`src/sv/chs_pkg.sv`:
```
package chs_pkg;
    localparam int MAX_KNOTS_DEF = 64;

    localparam logic [1:0] OP_CLEAR = 2'd0;
    localparam logic [1:0] OP_ADD   = 2'd1;
    localparam logic [1:0] OP_EVAL  = 2'd2;
    localparam logic [1:0] OP_WRAP  = 2'd3;

    localparam logic [1:0] ST_OK      = 2'd0;
    localparam logic [1:0] ST_OUTSIDE = 2'd1;
    localparam logic [1:0] ST_FULL    = 2'd2;
    localparam logic [1:0] ST_EMPTY   = 2'd3;

    typedef struct packed {
        logic [1:0]   operation;
        logic signed [31:0] x;
        logic signed [31:0] y;
        logic signed [31:0] yp;
    } chs_in_t;

    typedef struct packed {
        logic signed [31:0] value;
        logic [1:0]   status;
        logic signed [31:0] max_x;
    } chs_out_t;

    // controller -> datapath
    typedef struct packed {
        logic load;       // capture input item
        logic clear;
        logic add_write;  // write knot and coefficients
        logic fold_start;
        logic fold_step;
        logic fold_done;
        logic scan_rd;    // issue knot read at scan index
        logic scan_chk;   // check read data
        logic seg_rd;     // read previous knot and coefficients
        logic div_start;
        logic div_step;
        logic poly_step;
        logic [2:0] poly_phase;
        logic finish;     // build result
        logic [1:0] fin_status;
        logic fin_eval;   // value from polynomial
    } chs_cmd_t;

    // datapath -> controller
    typedef struct packed {
        logic [1:0] op;
        logic empty;
        logic full;
        logic fold_needed;
        logic fold_last;
        logic scan_hit;
        logic scan_end;
        logic scan_first;
        logic div_last;
    } chs_sts_t;
endpackage

```
`src/sv/chs_controller.sv`:
```
module chs_controller
    import chs_pkg::*;
(
    input  logic     aclk,
    input  logic     aresetn,
    input  logic     s_valid,
    output logic     s_ready,
    output logic     m_valid,
    input  logic     m_ready,
    input  chs_sts_t sts,
    output chs_cmd_t cmd
);
    localparam logic [3:0] S_IDLE = 4'd0, S_DISP = 4'd1, S_FOLD = 4'd2,
        S_FOLDE = 4'd3, S_RD = 4'd4, S_CHK = 4'd5, S_SEG = 4'd6, S_DIVI = 4'd7,
        S_DIV = 4'd8, S_POLY = 4'd9, S_OUT = 4'd10;

    logic [3:0] state_reg, state_next;
    logic [2:0] ph_reg, ph_next;
    logic busy_reg, busy_next;
    logic mv_reg, mv_next;

    assign s_ready = !busy_reg && (!mv_reg || m_ready);
    assign m_valid = mv_reg;

    always_ff @(posedge aclk) begin
        if (!aresetn) begin
            state_reg <= S_IDLE;
            ph_reg <= '0;
            busy_reg <= 1'b0;
            mv_reg <= 1'b0;
        end else begin
            state_reg <= state_next;
            ph_reg <= ph_next;
            busy_reg <= busy_next;
            mv_reg <= mv_next;
        end
    end

    always_comb begin
        cmd = '0;
        state_next = state_reg;
        ph_next = ph_reg;
        busy_next = busy_reg;
        mv_next = mv_reg && !m_ready;
        cmd.poly_phase = ph_reg;
        case (state_reg)
            S_IDLE: begin
                if (s_valid && s_ready) begin
                    cmd.load = 1'b1;
                    busy_next = 1'b1;
                    state_next = S_DISP;
                end
            end
            S_DISP: begin
                case (sts.op)
                    OP_CLEAR: begin
                        cmd.clear = 1'b1; cmd.finish = 1'b1; cmd.fin_status = ST_OK;
                        state_next = S_OUT;
                    end
                    OP_ADD: begin
                        cmd.finish = 1'b1;
                        cmd.fin_status = sts.full ? ST_FULL : ST_OK;
                        cmd.add_write = !sts.full;
                        state_next = S_OUT;
                    end
                    default: begin
                        if (sts.empty) begin
                            cmd.finish = 1'b1; cmd.fin_status = ST_EMPTY;
                            state_next = S_OUT;
                        end else if (sts.op == OP_WRAP && sts.fold_needed) begin
                            cmd.fold_start = 1'b1;
                            state_next = S_FOLD;
                        end else state_next = S_RD;
                    end
                endcase
            end
            S_FOLD: begin
                cmd.fold_step = 1'b1;
                if (sts.fold_last) state_next = S_FOLDE;
            end
            S_FOLDE: begin
                cmd.fold_done = 1'b1;
                state_next = S_RD;
            end
            S_RD: begin
                if (sts.scan_end) begin
                    cmd.finish = 1'b1; cmd.fin_status = ST_OUTSIDE;
                    state_next = S_OUT;
                end else begin
                    cmd.scan_rd = 1'b1;
                    state_next = S_CHK;
                end
            end
            S_CHK: begin
                cmd.scan_chk = 1'b1;
                if (!sts.scan_hit) state_next = S_RD;
                else if (sts.scan_first) begin
                    cmd.finish = 1'b1; cmd.fin_status = ST_OUTSIDE;
                    state_next = S_OUT;
                end else state_next = S_SEG;
            end
            S_SEG: begin
                cmd.seg_rd = 1'b1;
                state_next = S_DIVI;
            end
            S_DIVI: begin
                cmd.div_start = 1'b1;
                state_next = S_DIV;
            end
            S_DIV: begin
                cmd.div_step = 1'b1;
                if (sts.div_last) begin
                    ph_next = '0;
                    state_next = S_POLY;
                end
            end
            S_POLY: begin
                if (ph_reg == 3'd6) begin
                    cmd.finish = 1'b1; cmd.fin_status = ST_OK; cmd.fin_eval = 1'b1;
                    state_next = S_OUT;
                end else begin
                    cmd.poly_step = 1'b1;
                    ph_next = ph_reg + 3'd1;
                end
            end
            S_OUT: begin
                mv_next = 1'b1;
                busy_next = 1'b0;
                state_next = S_IDLE;
            end
            default: state_next = S_IDLE;
        endcase
    end
endmodule

```
`config.mk`:
```
export PLATFORM = sky130hd
export DESIGN_NAME = chs_controller
export DESIGN_NICKNAME = d
export VERILOG_FILES = /design/src/sv/chs_pkg.sv /design/src/sv/chs_controller.sv
export SDC_FILE = /design/constraint.sdc
export NUM_CORES = 1
export LEC_CHECK = 0
export ABC_AREA = 1
export BUFFER_PORTS_ARGS = -buffer_cell sky130_fd_sc_hd__buf_2
export CORE_MARGIN = 2
export CORE_UTILIZATION = 30
export DETAILED_ROUTE_END_ITERATION = 7
export PLACE_DENSITY_LB_ADDON = 0.05
export SETUP_SLACK_MARGIN = 0.5
export SYNTH_ARGS = -nofsm -noshare
export SYNTH_HDL_FRONTEND = slang
export SYNTH_SLANG_ARGS = --single-unit
export TNS_END_PERCENT = 50
```
`constraint.sdc`:
```
create_clock -name aclk -period 1.3 [get_ports aclk]
set_clock_uncertainty 0.2 [all_clocks]
set_input_delay 0.13 -clock aclk [delete_from_list [all_inputs] [get_ports aclk]]
set_output_delay 0.13 -clock aclk [all_outputs]
set_load 0.1 [all_outputs]
```
# Word level (Yosys, flattened, before mapping)
# Cells that the tools add are included.
# classes
add_sub_neg	1
eq_ne	18
muxes	44
n_reduce_logical	17
# op_table
cell	n
4-bit two-way mux	10
4-bit one-hot mux with 10 select lines	1
3-bit two-way mux	8
1-bit two-way mux	20
4-bit by 3-bit equality test with 1-bit output (second input constant)	4
4-bit equality test (second input constant)	3
3-bit one-hot mux with 2 select lines	2
3-bit one-hot mux with 4 select lines	1
2-bit != test (second input constant)	5
4-bit by 2-bit equality test with 1-bit output (second input constant)	2
4-bit by 1-bit equality test with 1-bit output (second input constant)	1
1-bit logical AND	4
1-bit logical NOT	4
4-bit logical NOT	1
4-bit AND reduction	1
2-bit nonzero test	2
3-bit by 1-bit adder with 3-bit output (second input constant)	1
3-bit equality test (second input constant)	1
3-bit AND reduction	1
2-bit by 1-bit equality test with 1-bit output (second input constant)	1
2-bit equality test (second input constant)	1
2-bit logical NOT	1
2-bit two-way mux	1
1-bit one-hot mux with 2 select lines	1
3 further kinds	3
# totals
ff_bits	9
input_bits	14
out_inout_bits	21

# Longest topological paths before layout
# Gate-level depths: netlist (run 1).
# depth
word_depth	6
ltp_mapped	9

# Worst setup path before layout (run 1)
# OpenSTA, ideal clock, no wires.
# synth_path
path_kind	register to register
startpoint	reg mv_reg, in the netlist m_valid
endpoint	reg busy_reg
setup_time_ns	0.075
t_arrival_ns	3.220
required_ns	1.025
path_slack_ns	-2.195
path_stages_with_launch	6
n_path_buf	0
path_cell_list	dfxtp_1 -> nand2_1 -> nand3_1 -> nor3_1 -> a21oi_1 -> nor2_1
# synth_via
elab_chain_len	6
# synth_rtl
item	line_no	rtl
from (decl)	chs_controller.sv:20	logic mv_reg, mv_next;
from (signal assigned)	chs_controller.sv:35	mv_reg <= mv_next;
1-bit logical NOT	chs_controller.sv:22	assign s_ready = !busy_reg && (!mv_reg || m_ready);
1-bit logical OR	chs_controller.sv:22	
1-bit logical AND	chs_controller.sv:22	
1-bit logical AND	chs_controller.sv:48	if (s_valid && s_ready) begin
2-bit != test (no source line)	--	
2-bit AND reduction (no source line)	--	
to (signal assigned)	chs_controller.sv:34	busy_reg <= busy_next;
to (decl)	chs_controller.sv:19	logic busy_reg, busy_next;
# No other way between the ends.
# A chain may end at the register's enable or synchronous reset.

==> metrics, run 1 <==
number of port buffers 34; gpl congestion 0.858; initial antenna violation count 0; CTS tree yes; ys flop type dfxtp_1; area grow syn2layout 179%; register area share after synthesis 26.5%; asr flop ratio synth 0%; gr usage total 22.7%; Core Area 2170 um2; boundary pin count 35; Final Hold Viols 2; Via density 4.85; setup TNS -8490 ps; CP Class flop to output pin; Rel. slew slack 81.1%; WP buf/inv 2; mapped cell area 679 um2; final setup vio count 26; final worst-path cycle share 137%; Startpoint Class flop; Final Cell Area 1890 um2; via count 1096; Cell variety after synth 20; clock buffer depth 2; syn avg cell area 5.71 um2; fmax 0.562 GHz; Data required, critical path 970 ps; Post-synth EDFFs 0; Starting DRT DRC Count 16; power density over the cells 1850 nW/um2; Placed Cells 211; RSZ-0062 raised after global routing yes; Ant. Diodes 0; Rows 17; Peak VDD IR 0.00160 V; Fin Hold WS -104 ps; Leak Pwr 0.843 nW; Max-cap violations 0; worst-margin pin slew 283 ps; Final Max Slew Viols 0; first-pass GRT wire length 4430 um; drt first pass iters 4; final non-filler cell total 226; CP Max Fanout 5; largest stage delay on the critical path 380 ps; Die Ht 51.6 um; DRC Markers 0; global route overflow 0; # fillers 125; minimum clock period 1780 ps; HP Class input port to flop; CP max-delay cell dfxtp_4; clk slew on worst S/H paths 60 ps; Inserted Clock Buffers 3; vias in the first global route 1061; Synth Area in Adders 3.68%; Routed WL 2930 um; largest family of logic cells by synthesized area simple AND/OR/NAND/NOR gates; commonest non-fill, non-tap cells in the layout buf_4, buf_12, nand2_1; mux cell area share after synthesis 0%; Post-Syn Nets 135; CTS root buf clkbuf_4; Largest register FFs 4; Compound-Gate Fraction of Synth Area 11.2%; Syn Inst Count 119; status complete, but fails checks; CP Capture Type output pin; final HPWL from detailed placement 2120 um; Post-Synth XOR/XNOR Area 1.29%; Arrival @ worst endpoint 1450 ps; Die X 51.6 um; CP cell instances inv_2 -> nor2_1 -> nand2_1 -> o21ai_2 -> a31o_2 -> buf_12; largest net degree at the start of global routing 8; CP top delay family flip-flops; # clock sinks 9; Initial Util 31.3%; clk_lat worst skew 270 ps; Storage cell area 210 um2; area fraction in and, or, nand and nor cells after synthesis 45.7%; commonest non-fill, non-tap cell in the layout buf_4; Placed Area 1630 um2; Final #Nets 215; failing checks hold timing, setup timing; slack of the critical path -481 ps; die area 2660 um2; Avg WL per Cell 13.0 um; final core occ 87.3%; H-tree Lvls 1; Routed Antenna Nets 0; Synth Register Bits 9; share of layout cells above drive strength 1 70.2%; multi-input logic area 678 um2; Syn. warnings 0
[final timing paths]
kind / from / end / slack (ps) / depth (start not counted)
max: state_reg[0] / cmd[1] / -480 / 6
min: aresetn / state_reg[2] / -100 / 3
max reg2reg: state_reg[1] / state_reg[1] / -250 / 9
min reg2reg: m_valid / m_valid / 330 / 2
[repair_timing]
item                                    in CTS  in global routing
endpoints found under the hold margin        3                  2
setup buffers                                8                  3
endpoints found under the setup margin      30                 30
pin swaps                                   14                  7
resized for setup                           34                  9
cloned                                       0                  0
[logic make-up (layout without fill, tap and decap cells)]
group | count (synthesis) | in the layout
AOI/OAI and AO/OA | 14 | 14
buffers and inverters | 21 | 100
and+or+nand+nor | 72 | 72
xor gates and xnor gates | 1 | 1
adders and majority gates | 2 | 2
DFF | 9 | 9
[cell type report]
type                       instances  share of cell area (%)
timing repair buffer              75                    44.9
multi-input combinational         89                    35.8
sequential                         9                    11.1
inverter                          21                    4.96
tap                               28                    1.85
clock buffer                       4                    1.39
[metal layers]
metal	global-route usage, %	up-vias	wire length [um]
met2	42.1	32	1610
li1	-	540	-
met4	7.89	0	39
met3	6.32	6	160
met1	24.4	518	1120
met5	0	-	0
[synth_stat cells, types with 4 or more instances]
cell type	number	area (um2)
inv_1	16	60.1
a21oi_1	9	45.0
nand3_1	9	45.0
nor2_1	24	90.1
nand2_1	26	97.6
inv_2	4	15.0
nor3_1	5	25.0
dfxtp_1	9	180
[stage by stage]
stage               total power, mW  worst slack, ps  hold slack [ps]
CTS                            3.33             -463            -96.6
detailed placement             2.82             -240              209
floorplan                      1.86             -603             52.8
finish                         3.50             -481             -104
global placement               2.79             -216              185
global route                   3.64             -517            -91.9
[worst reg2reg max path: cells and delay by family (launching register included)]
kind            cells  cell delay, ps
simple gates        5             470
flops               1             380
buf+inv             3             320
compound gates      1              60
[power breakdown]
| group | leakage [nW] | total (mW) | switching, mW | internal [mW] |
|---|---|---|---|---|
| sequential | 0.0794 | 0.439 | 0.0880 | 0.351 |
| combinational | 0.749 | 2.83 | 1.64 | 1.19 |
| clock | 0.0150 | 0.228 | 0.109 | 0.119 |
No activity file was read; power rests on OpenSTA's default activity.
==> inputs of run 2 (changes only) <==
- REMOVE_ABC_BUFFERS: not set -> 1
==> run 2 against run 1 <==
The run still ends with hold timing, setup timing left. Count of clock-buffer cells in the layout unchanged. Routed wire length grew 5.1%. Hold slack lost 11 ps. Maximum frequency fell by 2.3%. Cell count fell by 2.7%. Non-clock buffer count down 6. Highest routed layer unchanged. Utilization shrank 5.0 points. Design area fell by 5.7%. Combinational power down 3%.
==> metrics, run 2 (synthesis results as in run 1) <==
status complete, but fails checks; failing checks hold timing, setup timing; largest net degree at the start of global routing 8; fmax 0.548 GHz; Placed Area 1400 um2; DP Worst Slack -278 ps; DR top layer met4; power density over the cells 1940 nW/um2; Pint 1.61 mW; Final Cell Area 1790 um2; WHS Endpoint state_reg[2]; Avg WL per Cell 14.0 um; clk slew on worst S/H paths 70 ps; Hold Path Depth 3; worst r2r src state_reg[3]; Initial Util 31.3%; Routed WL 3080 um; boundary pin count 35; Inserted Clock Buffers 3; minimum clock period 1820 ps; # fillers 142; final setup vio count 26; # clock sinks 9; Startpoint Class flop; Routed Antenna Nets 0; Net Sw Frac 53.6%; Die X 51.6 um; Data required, critical path 970 ps; worst-margin pin slew 261 ps; Largest register FFs 4; Switching Power 1.86 mW; Arrival @ worst endpoint 1490 ps; via count 1056; CP Class flop to output pin; CP Max Fanout 5; Leak Pwr 0.818 nW; gr usage total 23.3%; sequential share of power 13.6%; share of layout cells above drive strength 1 64.1%; Rows 17; H-tree Lvls 1; vias in the first global route 1124; Max-cap violations 0; reg2reg end state_reg[0]; Final Max Slew Viols 0; DR WL met3 171 um; RSZ-0062 raised after global routing yes; met1 wire length 1170 um; clock buffer depth 2; CTS tree yes; final worst-path cycle share 140%; area grow syn2layout 163%; Fin Hold WS -115 ps; clock share of power 7.2%; number of port buffers 34; global route overflow 0; Peak VDD IR 0.00149 V; Ant. Diodes 0; final HPWL from detailed placement 1960 um; Worst Hold Launch aresetn; CTS root buf clkbuf_4; Worst R2R Path Depth 9; first-pass GRT wire length 4620 um; DRC Markers 0; clk_lat worst skew 290 ps; DR WL met2 1720 um; Gate power share 79.2%; Starting DRT DRC Count 22; CP Capture Type output pin; die area 2660 um2; gpl congestion 0.898; multi-input logic area 639 um2; final core occ 82.3%; total power 3.47 mW; Final #Nets 209; R2R Setup Slk -360 ps; Die Ht 51.6 um; slack of the critical path -523 ps; Via density 4.80; Storage cell area 195 um2; initial antenna violation count 0; Rel. slew slack 82.5%; Core Area 2170 um2; commonest non-fill, non-tap cells in the layout buf_4, buf_12, nand2_1; HP Class input port to flop; Final Hold Viols 4; drt first pass iters 4
==> run 2: final cells by class <==
cell class / instances / share of cell area [%]
Clock buffer: 4 / 1.47
Inverter: 21 / 4.98
Multi-Input combinational cell: 89 / 35.8
Sequential cell: 9 / 10.9
Tap cell: 28 / 1.96
Timing Repair Buffer: 69 / 44.8
==> run 2: how the worst max path moves through the flow <==
stage                       from        to  slack, ps
global route        state_reg[0]    cmd[3]       -560
CTS                 state_reg[0]    cmd[3]       -470
detailed placement  state_reg[0]    cmd[2]       -280
global placement    state_reg[0]   cmd[17]       -240
floorplan                m_valid  busy_reg      -2190
finish              state_reg[0]    cmd[3]       -520
==> run 2: through the flow <==
stage	cells	TNS [ps]
after floorplan	119	-28090
after global placement	208	-3670
after detailed placement	208	-4140
after CTS	216	-7520
after global routing	220	-10240
final	220	-9160
==> run 2: critical path: stages, from the launching register on <==
cell and delay (ps):
dfxtp_4 400, inv_2 70, nor2_4 120, nand2_2 80
o21ai_4 190, nor2_2 70, nand2_2 80, buf_12 170
==> run 2: routing by layer <==
| metal | track usage, % | vias to the layer above |
|---|---|---|
| met4 | 7.46 | 0 |
| li1 | - | 527 |
| met3 | 6.61 | 2 |
| met1 | 23.4 | 497 |
| met2 | 45.3 | 30 |
| met5 | 0 | - |
==> run 2: power by group through the flow <==
stage | logic (mW) | clock network (mW) | registers, mW
6_report | 2.75 | 0.249 | 0.472
2_1_floorplan | 1.12 | 0 | 0.427
5_1_grt | 2.85 | 0.251 | 0.480
3_5_place_dp | 2.08 | 0 | 0.399
3_3_place_gp | 2.05 | 0 | 0.395
4_1_cts | 2.43 | 0.228 | 0.441
==> run 2: timing repair <==
item                                    CTS  global route
endpoints found under the hold margin     4             3
resized for setup                        57            28
endpoints found under the setup margin   30            30
pin swaps                                10             8
buffers inserted                          4             4
